$ cat config.mk
export PLATFORM = sky130hd
export DESIGN_NAME = signed_int32_divider_flat
export DESIGN_NICKNAME = d
export VERILOG_FILES = /design/src/rtl/sid_pkg.sv /design/src/rtl/sid_channel_if.sv /design/src/rtl/signed_int32_divider.sv /design/src/rtl/sid_datapath.sv /design/src/rtl/sid_controller.sv /design/src/flat_wrapper.sv
export SDC_FILE = /design/constraint.sdc
export NUM_CORES = 1
export LEC_CHECK = 0
export BUFFER_PORTS_ARGS = -buffer_cell sky130_fd_sc_hd__buf_2
export CAP_MARGIN = 20
export CORE_ASPECT_RATIO = 1.4
export CORE_MARGIN = 5
export CORE_UTILIZATION = 50
export CTS_BUF_LIST = sky130_fd_sc_hd__clkbuf_8
export CTS_CLUSTER_SIZE = 30
export DETAILED_ROUTE_END_ITERATION = 7
export GPL_TIMING_DRIVEN = 0
export PLACE_DENSITY = 0.7
export SYNTH_ARGS = -nofsm -noshare
export SYNTH_HDL_FRONTEND = slang
export SYNTH_SLANG_ARGS = --single-unit
$ cat constraint.sdc
create_clock -name clock -period 13.5 [get_ports clock]
set_input_delay 0.675 -clock clock [delete_from_list [all_inputs] [get_ports clock]]
set_output_delay 0.675 -clock clock [all_outputs]
set_load 0.03 [all_outputs]
$ cat src/rtl/sid_pkg.sv
package sid_pkg;

   localparam int DATA_WIDTH = 32;
   localparam int STEP_CNT_WIDTH = 5;
   localparam logic [STEP_CNT_WIDTH-1:0] LAST_STEP = 5'd31;

   localparam logic [DATA_WIDTH-1:0] INT_MIN_PATTERN   = 32'h8000_0000;
   localparam logic [DATA_WIDTH-1:0] INT_MAX_PATTERN   = 32'h7FFF_FFFF;
   localparam logic [DATA_WIDTH-1:0] MINUS_ONE_PATTERN = 32'hFFFF_FFFF;

   typedef logic signed [DATA_WIDTH-1:0] data_type;

   // controller to datapath
   typedef struct packed {
      logic load;    // capture operands and take magnitudes
      logic step;    // one shift and subtract
      logic finish;  // sign or saturate the quotient into the output register
   } cmd_type;

   // datapath to controller
   typedef struct packed {
      logic special; // zero divisor or overflow, no iterations needed
   } status_type;

endpackage

$ cat src/rtl/sid_channel_if.sv
interface sid_req_if;
   import sid_pkg::*;
   logic     valid;
   logic     ready;
   data_type dividend;
   data_type divisor;

   modport source (output valid, output dividend, output divisor, input ready);
   modport sink (input valid, input dividend, input divisor, output ready);
endinterface

interface sid_rsp_if;
   import sid_pkg::*;
   logic     valid;
   logic     ready;
   data_type quotient;

   modport source (output valid, output quotient, input ready);
   modport sink (input valid, input quotient, output ready);
endinterface

$ cat src/rtl/signed_int32_divider.sv
// channel | dir | handshake           | payload
// req_if  | in  | valid / ready       | dividend (s32), divisor (s32)
// rsp_if  | out | valid / ready       | quotient (s32)
//
// one item at a time; ready is high only while the controller is idle
// operands load on the accepting edge; a normal result takes
// 32 shift and subtract steps through the single 34-bit subtractor, then a sign step
// zero divisor and overflow skip the steps: the divide state passes straight to the sign step
// the next item is accepted once the controller is back in idle after the sign step;
// the result register holds an item until taken, and a new item accepted
// meanwhile waits in its sign cycle until the result register frees up
// synchronous active-high reset clears the controller; payload registers keep
module signed_int32_divider (
   input logic        clock,
   input logic        reset,
   sid_req_if.sink    req_if,
   sid_rsp_if.source  rsp_if
);
   import sid_pkg::*;

   // command and status between controller and datapath
   cmd_type    cmd;
   status_type status;

   // sequencer: idle, divide steps, finish into the result register
   sid_controller u_ctrl (
      .clock     (clock),
      .reset     (reset),
      .req_valid (req_if.valid),
      .req_ready (req_if.ready),
      .rsp_valid (rsp_if.valid),
      .rsp_ready (rsp_if.ready),
      .status    (status),
      .cmd       (cmd)
   );

   // magnitudes, restoring divide, sign and result register
   sid_datapath u_dp (
      .clock    (clock),
      .cmd      (cmd),
      .dividend (req_if.dividend),
      .divisor  (req_if.divisor),
      .status   (status),
      .quotient (rsp_if.quotient)
   );

endmodule

$ cat src/rtl/sid_datapath.sv
module sid_datapath (
   input  logic                 clock,
   input  sid_pkg::cmd_type     cmd,
   input  sid_pkg::data_type    dividend,
   input  sid_pkg::data_type    divisor,
   output sid_pkg::status_type  status,
   output sid_pkg::data_type    quotient
);
   import sid_pkg::*;

   logic [DATA_WIDTH-1:0] a_bits;
   logic [DATA_WIDTH-1:0] b_bits;
   logic [DATA_WIDTH-1:0] mag_a;
   logic [DATA_WIDTH-1:0] mag_b;
   logic                  special_det;

   logic [DATA_WIDTH-1:0] rem_ff, rem_in;
   logic [DATA_WIDTH-1:0] quo_ff, quo_in;
   logic [DATA_WIDTH-1:0] den_ff, den_in;
   logic                  neg_ff, neg_in;
   logic                  special_ff, special_in;
   logic [DATA_WIDTH-1:0] result_ff, result_in;

   logic [DATA_WIDTH:0]   rem_shift;
   logic [DATA_WIDTH+1:0] diff;
   logic                  fits;

   assign a_bits = dividend;
   assign b_bits = divisor;
   assign mag_a  = a_bits[DATA_WIDTH-1] ? (~a_bits + 1'b1) : a_bits;
   assign mag_b  = b_bits[DATA_WIDTH-1] ? (~b_bits + 1'b1) : b_bits;
   assign special_det = (b_bits == '0) ||
                        (a_bits == INT_MIN_PATTERN && b_bits == MINUS_ONE_PATTERN);

   // restoring step: dividend bits leave quo_ff at the top, quotient bits enter below
   assign rem_shift = {rem_ff, quo_ff[DATA_WIDTH-1]};
   assign diff      = {1'b0, rem_shift} - {2'b00, den_ff};
   assign fits      = ~diff[DATA_WIDTH+1];

   always_comb begin
      rem_in     = rem_ff;
      quo_in     = quo_ff;
      den_in     = den_ff;
      neg_in     = neg_ff;
      special_in = special_ff;
      result_in  = result_ff;
      if (cmd.load) begin
         rem_in     = '0;
         quo_in     = mag_a;
         den_in     = mag_b;
         neg_in     = a_bits[DATA_WIDTH-1] ^ b_bits[DATA_WIDTH-1];
         special_in = special_det;
      end
      if (cmd.step) begin
         rem_in = fits ? diff[DATA_WIDTH-1:0] : rem_shift[DATA_WIDTH-1:0];
         quo_in = {quo_ff[DATA_WIDTH-2:0], fits};
      end
      if (cmd.finish) begin
         if (special_ff) begin
            result_in = INT_MAX_PATTERN;
         end else if (neg_ff) begin
            result_in = ~quo_ff + 1'b1;
         end else begin
            result_in = quo_ff;
         end
      end
   end

   always_ff @(posedge clock) begin
      rem_ff     <= rem_in;
      quo_ff     <= quo_in;
      den_ff     <= den_in;
      neg_ff     <= neg_in;
      special_ff <= special_in;
      result_ff  <= result_in;
   end

   assign status.special = special_ff;
   assign quotient       = result_ff;

endmodule

$ cat src/rtl/sid_controller.sv
module sid_controller (
   input  logic                clock,
   input  logic                reset,
   input  logic                req_valid,
   output logic                req_ready,
   output logic                rsp_valid,
   input  logic                rsp_ready,
   input  sid_pkg::status_type status,
   output sid_pkg::cmd_type    cmd
);
   import sid_pkg::*;

   localparam logic [1:0] ST_IDLE   = 2'd0;
   localparam logic [1:0] ST_DIVIDE = 2'd1;
   localparam logic [1:0] ST_FINISH = 2'd2;

   logic [1:0]                state_ff, state_in;
   logic [STEP_CNT_WIDTH-1:0] count_ff, count_in;
   logic                      rsp_valid_ff, rsp_valid_in;
   logic                      out_free;

   assign out_free  = ~rsp_valid_ff | rsp_ready;
   assign req_ready = (state_ff == ST_IDLE) & ~reset;

   always_comb begin
      state_in     = state_ff;
      count_in     = count_ff;
      rsp_valid_in = rsp_valid_ff & ~rsp_ready;
      cmd          = '0;
      case (state_ff)
         ST_IDLE: begin
            if (req_valid && req_ready) begin
               cmd.load = 1'b1;
               count_in = '0;
               state_in = ST_DIVIDE;
            end
         end
         ST_DIVIDE: begin
            if (status.special) begin
               state_in = ST_FINISH;
            end else begin
               cmd.step = 1'b1;
               count_in = count_ff + 1'b1;
               if (count_ff == LAST_STEP) begin
                  state_in = ST_FINISH;
               end
            end
         end
         ST_FINISH: begin
            if (out_free) begin
               cmd.finish   = 1'b1;
               rsp_valid_in = 1'b1;
               state_in     = ST_IDLE;
            end
         end
         default: begin
            state_in = ST_IDLE;
         end
      endcase
   end

   always_ff @(posedge clock) begin
      if (reset) begin
         state_ff     <= ST_IDLE;
         count_ff     <= '0;
         rsp_valid_ff <= 1'b0;
      end else begin
         state_ff     <= state_in;
         count_ff     <= count_in;
         rsp_valid_ff <= rsp_valid_in;
      end
   end

   assign rsp_valid = rsp_valid_ff;

endmodule

$ cat src/flat_wrapper.sv
// flat-port wrapper written by rule: the top's interface ports become plain ports
module signed_int32_divider_flat import sid_pkg::*;
  (clock, reset, req_if_valid, req_if_dividend, req_if_divisor, req_if_ready, rsp_if_valid, rsp_if_quotient, rsp_if_ready);
  sid_req_if req_if_i ();
  sid_rsp_if rsp_if_i ();
  input logic clock;
  input logic reset;
  input wire logic [$bits(req_if_i.valid)-1:0] req_if_valid;
  input wire logic [$bits(req_if_i.dividend)-1:0] req_if_dividend;
  input wire logic [$bits(req_if_i.divisor)-1:0] req_if_divisor;
  output wire logic [$bits(req_if_i.ready)-1:0] req_if_ready;
  output wire logic [$bits(rsp_if_i.valid)-1:0] rsp_if_valid;
  output wire logic [$bits(rsp_if_i.quotient)-1:0] rsp_if_quotient;
  input wire logic [$bits(rsp_if_i.ready)-1:0] rsp_if_ready;
  assign req_if_i.valid = req_if_valid;
  assign req_if_i.dividend = req_if_dividend;
  assign req_if_i.divisor = req_if_divisor;
  assign req_if_ready = req_if_i.ready;
  assign rsp_if_valid = rsp_if_i.valid;
  assign rsp_if_quotient = rsp_if_i.quotient;
  assign rsp_if_i.ready = rsp_if_ready;
  signed_int32_divider u_core (.clock(clock), .reset(reset), .req_if(req_if_i), .rsp_if(rsp_if_i));
endmodule
==> results of run 1 <==
-- final cells by class --
| cell class | count | area share |
|---|---|---|
| buffer | 34 | 0.01277 |
| multi-input combinational | 678 | 0.4485 |
| tap | 236 | 0.02898 |
| sequential | 138 | 0.3988 |
| inverter | 50 | 0.01842 |
| clock buffer | 17 | 0.02296 |
| timing repair buffer | 101 | 0.05255 |
| clock inverter | 15 | 0.01694 |
-- sequential cells by signal, summed over array words and instances (netlist names) --
register	cells
u_core.u_dp.rem_ff	32
u_core.u_ctrl.rsp_valid	1
u_core.u_dp.den_ff	32
u_core.u_dp.status	1
u_core.u_ctrl.count_ff	5
u_core.u_dp.quotient	32
u_core.u_ctrl.state_ff	2
u_core.u_dp.quo_ff	32
u_core.u_dp.neg_ff	1
-- layer usage --
metal  track usage  up-vias  part of all wire
li1              -     3533                 -
met1        0.2221     3347              0.38
met2        0.3868      202              0.54
met3       0.03658       47             0.049
met4       0.08627        0             0.031
met5             0        -                 0
-- worst max-delay path, delay by kind of cell, from the launching register on --
family                   cells  cell delay, ps
multiplexers                 1             120
AND/OR/NAND/NOR              1             200
AO/OA/AOI/OAI                7            1960
adder cells (fa/ha/maj)      2             580
buffers and inverters        2             180
flip-flops                   1             430
-- power breakdown --
group	internal [mW]	switching [mW]	leakage (nW)
logic	0.0952	0.138	2.46
clock network	0.182	0.172	0.194
registers	0.503	0.0181	1.28
-- cell families after synthesis --
group	Yosys count	share of synthesized area
AOI/OAI and AO/OA	214	0.1534
DFF	138	0.4547
buffers and inverters	84	0.03556
xor gates and xnor gates	111	0.1088
muxes	28	0.03136
adders and majority gates	39	0.05544
and+or+nand+nor	286	0.1607
-- stage by stage --
| stage | setup slack, ps | utilization | power, mW | hold slack, ps |
|---|---|---|---|---|
| after CTS | 9752 | 0.5832 | 1.114 | 442.9 |
| after floorplan | 8788 | - | 0.6948 | 436.2 |
| final | 9774 | 0.5832 | 1.109 | 453.3 |
| after global routing | 9533 | 0.5832 | 1.168 | 447.6 |
| after global placement | 7003 | 0.5567 | 0.7567 | 445.2 |
| after detailed placement | 9792 | 0.5599 | 0.7620 | 456.4 |
-- cell usage after synthesis, drive strengths merged (2+ instances only) --
cell type  instances
or2                6
ha                38
or4               15
buf                5
o31ai             22
o41ai             19
or3               12
nand3b             3
xor2              56
clkbuf            29
nand2            110
dfxtp              8
a311oi             2
o22ai              3
and3               6
a21boi             2
a21o              13
o211ai             3
and2               5
nor2b              6
xnor2             55
nor3              10
a211oi            11
o21bai             4
nor2              56
nand2b            15
a311o              3
inv               50
mux2i             28
a31oi              2
a21oi             43
edfxtp           130
nand3             15
nor3b              4
o21ai             79
nand4             12
nor4               8
-- path summary, 6_finish.rpt --
check                                               start                         to  slack, ps
worst max register to register     u_core.u_dp.quo_ff[31]     u_core.u_dp.rem_ff[30]       9770
worst max-delay path               u_core.u_dp.quo_ff[31]     u_core.u_dp.rem_ff[30]       9770
worst min-delay path                    req_if_divisor[0]      u_core.u_dp.den_ff[0]        450
worst min register to register  u_core.u_ctrl.count_ff[4]  u_core.u_ctrl.count_ff[4]        470
==> results.json, run 1 <==
{
  "final_common_cell": "edfxtp_1",
  "max_stage_delay_ps": 430,
  "crit_fanout": 4,
  "firstDrtPassIters": 5,
  "fmax_mhz": 268.4,
  "hold_buffers": 0,
  "holdPathStages": 1,
  "max_cap_viol_count": 0,
  "syn_area_per_cell_um2": 9.930,
  "yosysWarnings": 0,
  "critPathCaptureType": "flip-flop",
  "synth_fp_nets": 1007,
  "fin_cells": 1269,
  "syn_to_final_growth_pct": 14.01,
  "relSlewSlack": 0.4158,
  "finalInstanceArea_um2": 10190,
  "status": "completed",
  "final.setup_skew_ps": 11.16,
  "wl_per_cell_um": 16.32,
  "num_vias": 7129,
  "routabilityCongestion": 0.9314,
  "dieArea_um2": 20690,
  "ff2ff_path_depth": 13,
  "die_w_um": 123.0,
  "synth_seq_area_share": 0.4547,
  "grt_first_pass_wirelength_mm": 33.65,
  "htree_levels": 4,
  "worst-endpoint-arrival_ps": 3960,
  "place_area_um2": 9783,
  "ys_seq_elements": 138,
  "core_um2": 17470,
  "cts_setup_buffers": 0,
  "fin_nets": 1127,
  "synth_area_um2": 8937,
  "cts_tree": "yes",
  "vdd_drop_max_v": 0.00004388,
  "maxSlewViolCount": 0,
  "rows": 57,
  "p_leak_nw": 3.939,
  "synth_top_area_share": 0.4368,
  "die_y_um": 168.2,
  "root_buffer": "clkbuf_8",
  "async_flop_share": 0,
  "ant_nets": 0,
  "drc": 0,
  "synth_edf_count": 130,
  "io_buffers": 99,
  "vias_per_cell": 5.618,
  "dpl.hpwl_mm": 16.33,
  "start_util": 0.5115,
  "path_cells": "inv_1 -> ha_1 -> inv_1 -> fa_1 -> a21o_1 -> a311o_1 -> nand3_1 -> a211oi_1 -> a31oi_1 -> o21ai_0 -> a41oi_1 -> mux2i_1 -> a311o_1",
  "grt_max_degree": 37,
  "setup_tns_ps": 0,
  "yosysUniqueCellTypes": 59,
  "crit_slowest_cell": "edfxtp_1",
  "min_path_type": "input port to flip-flop",
  "period_needed_ps": 3726,
  "cp-start-kind": "flip-flop",
  "power_per_cell_area_nw_per_um2": 108.8,
  "grt_pass1_vias": 6993,
  "clock_latency_ps": 470,
  "multi_input_area_um2": 4571,
  "required_ps": 13730,
  "final_cell_mix": "edfxtp_1, nand2_1, buf_2",
  "cts-resized-gates": 0,
  "path_clk_slew_ps": 80,
  "clock_path_buffers": 2,
  "netlist_top_cells_area": "edfxtp_1, xor2_1, xnor2_1",
  "criticalPathCategory": "flip-flop to flip-flop",
  "regArea_um2": 4064,
  "rsz0062_at_grt": "false",
  "netlist_instances": 900,
  "wirelength_mm": 20.72,
  "period_share": 0.2760,
  "ys_dominant_reg_cell": "edfxtp_1",
  "hold_violations": 0,
  "drive_gt1_frac": 0.1500,
  "num_antenna_cells": 0,
  "overflow": 0,
  "antenna_found_initial": 0,
  "setup_violations": 0,
  "ios": 102,
  "dp_cells": 1237,
  "drt-initial-drc-count": 380,
  "worst_pin_slew_ps": 874.4,
  "fillers": 1545,
  "cts_buffers": 17,
  "grt_util_all_layers": 0.2058,
  "yosysTopAreaCell": "edfxtp_1",
  "clock_sinks": 138
}
No activity file was read; power rests on OpenSTA's default activity.
==> inputs of run 2 (changes only) <==
ABC_AREA = 1   (was unset)
PLACE_DENSITY = 0.72   (was 0.7)
clock period = 3.35 ns   (was 13.5 ns; I/O delays follow)
==> run 2 against run 1 <==
  * Fmax grew 28%
  * Critical path depth is 4 lower
  * Power increased to 4.3 times the previous value
  * Cell count is 53% higher
  * Critical path type unchanged
==> results.json, run 2 <==
{
  "cp-start-kind": "flip-flop",
  "async_flop_share": 0,
  "place_area_um2": 11630,
  "wirelength_mm": 30.55,
  "crit_fanout": 69,
  "worst-endpoint-arrival_ps": 3280,
  "crit_end": "u_core.u_ctrl.count_ff[3]",
  "finalInstanceArea_um2": 12090,
  "dr_wl_met3_mm": 1.571,
  "drive_gt1_frac": 0.1108,
  "fin_ws_ps": 430.9,
  "setup_tns_ps": 0,
  "grt_max_degree": 70,
  "final_common_cell": "nand2_1",
  "antenna_found_initial": 1,
  "vdd_drop_max_v": 0.0002425,
  "period_share": 0.8714,
  "clock_path_buffers": 2,
  "clock_sinks": 138,
  "r2r_end": "u_core.u_ctrl.count_ff[3]",
  "fin_nets": 1772,
  "cts_buffers": 17,
  "cts_setup_buffers": 0,
  "hp-start": "rsp_if_ready",
  "yosysWarnings": 0,
  "dieArea_um2": 24650,
  "htree_levels": 4,
  "num_vias": 10353,
  "routabilityCongestion": 0.9314,
  "path_depth": 9,
  "cts_tree": "yes",
  "root_buffer": "clkbuf_8",
  "wl_met1_mm": 12.86,
  "maxSlewViolCount": 0,
  "die_y_um": 183.8,
  "period_needed_ps": 2919,
  "io_buffers": 99,
  "synth_area_um2": 10780,
  "rrSetupSlack_ps": 430,
  "core_um2": 21200,
  "start_util": 0.5086,
  "yosysMostFrequentCell": "nand2_1",
  "crit-reg2reg-launch": "u_core.u_dp.status",
  "wl_met2_mm": 15.04,
  "final_cell_mix": "nand2_1, inv_1, nor2_1",
  "netlist_instances": 1544,
  "firstDrtPassIters": 5,
  "ios": 102,
  "grt_pass1_vias": 10086,
  "vias_per_cell": 5.339,
  "utilization": 0.5704,
  "ys_seq_elements": 138,
  "min_path_type": "input port to flip-flop",
  "path_clk_slew_ps": 80,
  "relSlewSlack": 0.3804,
  "drc": 0,
  "syn_to_final_growth_pct": 12.15,
  "startpoint": "u_core.u_dp.status",
  "criticalPathCategory": "flip-flop to flip-flop",
  "overflow": 0,
  "synth_top_area_share": 0.3620,
  "yosysTopAreaCell": "edfxtp_1",
  "yosysUniqueCellTypes": 46,
  "critPathCaptureType": "flip-flop",
  "grt_first_pass_wirelength_mm": 49.07,
  "ff2ff_path_depth": 9,
  "netlist_top_cells_area": "edfxtp_1, nand2_1, inv_1",
  "path_cells": "buf_2 -> inv_2 -> nand2_1 -> inv_2 -> nor2_2 -> inv_4 -> nand4_1 -> xor2_1 -> nor2_1",
  "wl_per_cell_um": 15.75,
  "max_stage_delay_ps": 660,
  "drt-initial-drc-count": 849,
  "status": "completed",
  "top_layer": "met4",
  "rsz0062_at_grt": "false",
  "required_ps": 3720,
  "crit_slowest_cell": "inv_4",
  "power_per_cell_area_nw_per_um2": 395.0,
  "syn_area_per_cell_um2": 6.985,
  "synth_seq_area_share": 0.3768,
  "final.setup_skew_ps": 19.56,
  "rows": 63,
  "fmax_mhz": 342.6,
  "cpMostUsedCell": "inv_2",
  "setup_violations": 0,
  "pre_cts_ws_ps": 381.7,
  "critPathTopFamily": "buffers and inverters",
  "hold_violations": 0,
  "synth_fp_nets": 1651,
  "synth_common_cells": "nand2_1, inv_1, nor2_1",
  "clock_latency_ps": 470,
  "ys_dominant_reg_cell": "edfxtp_1",
  "dpl.hpwl_mm": 24.39,
  "die_w_um": 134.1,
  "grt_util_all_layers": 0.2505,
  "path_buf_inv": 4,
  "max_cap_viol_count": 0,
  "p_leak_nw": 5.846,
  "worst_pin_slew_ps": 927.2,
  "synth_edf_count": 130,
  "ant_nets": 0
}
[run 2: tightest hold or removal path, delay by kind of cell]
| family | cells | cell delay (ps) |
|---|---|---|
| buffers and inverters | 2 | 160 |
| and+or+nand+nor | 1 | 70 |
| AOI/OAI and AO/OA | 1 | 60 |
[run 2: through the flow]
| step | power (mW) | instances | hold slack [ps] |
|---|---|---|---|
| floorplan | 2.914 | 1544 | 266.4 |
| global placement | 3.240 | 1903 | 385.3 |
| detailed placement | 3.257 | 1904 | 384.6 |
| CTS | 4.786 | 1938 | 16.59 |
| global route | 5.024 | 1939 | 42.57 |
| finish | 4.777 | 1939 | 27.25 |
[run 2: cell families (layout without fill, tap and decap cells)]
kind of cell,count (synthesis),after routing,share of synthesized area
flops,138,138,0.3768
buf+inv,290,424,0.1049
xor+xnor,58,58,0.04710
compound gates,135,135,0.06892
fa+ha+maj,39,39,0.04595
simple gates,884,884,0.3563
other cells,0,1,0
[run 2: routing by layer]
layer,track usage,vias to the layer above
met5,0,-
li1,-,5190
met4,0.1011,0
met3,0.03505,68
met1,0.3130,4743
met2,0.4374,352
[run 2: final cells by class]
| type | count | area (µm²) |
|---|---|---|
| timing repair buffer | 102 | 530.5 |
| tap | 260 | 325.3 |
| clock inverter | 15 | 207.7 |
| sequential | 138 | 4064 |
| fill | 2048 | 9110 |
| multi-input combinational | 1116 | 5597 |
| inverter | 259 | 979.7 |
| buffer | 31 | 153.9 |
| clock buffer | 17 | 234.0 |
| antenna | 1 | 2.502 |
[run 2: what timing repair did]
item / 4_1_cts / 5_1_grt
hold buffers: 2 / 0
endpoints found under the hold margin: 2 / 0
gates resized for setup: 0 / 0
[run 2: worst min-delay path by stage]
stage	endpoint	slack [ps]	depth (start not counted)
after floorplan	u_core.u_dp.den_ff[0]	270	0
after global placement	u_core.u_dp.den_ff[0]	390	1
after detailed placement	u_core.u_dp.den_ff[0]	380	1
after CTS	u_core.u_ctrl.rsp_valid	20	4
after global routing	u_core.u_ctrl.rsp_valid	40	4
final	u_core.u_ctrl.rsp_valid	30	4
[run 2: power breakdown]
| group | switching (mW) | internal (mW) | leakage (nW) |
|---|---|---|---|
| clock network | 0.666 | 0.873 | 0.223 |
| logic | 0.767 | 0.384 | 4.34 |
| registers | 0.0681 | 2.02 | 1.29 |
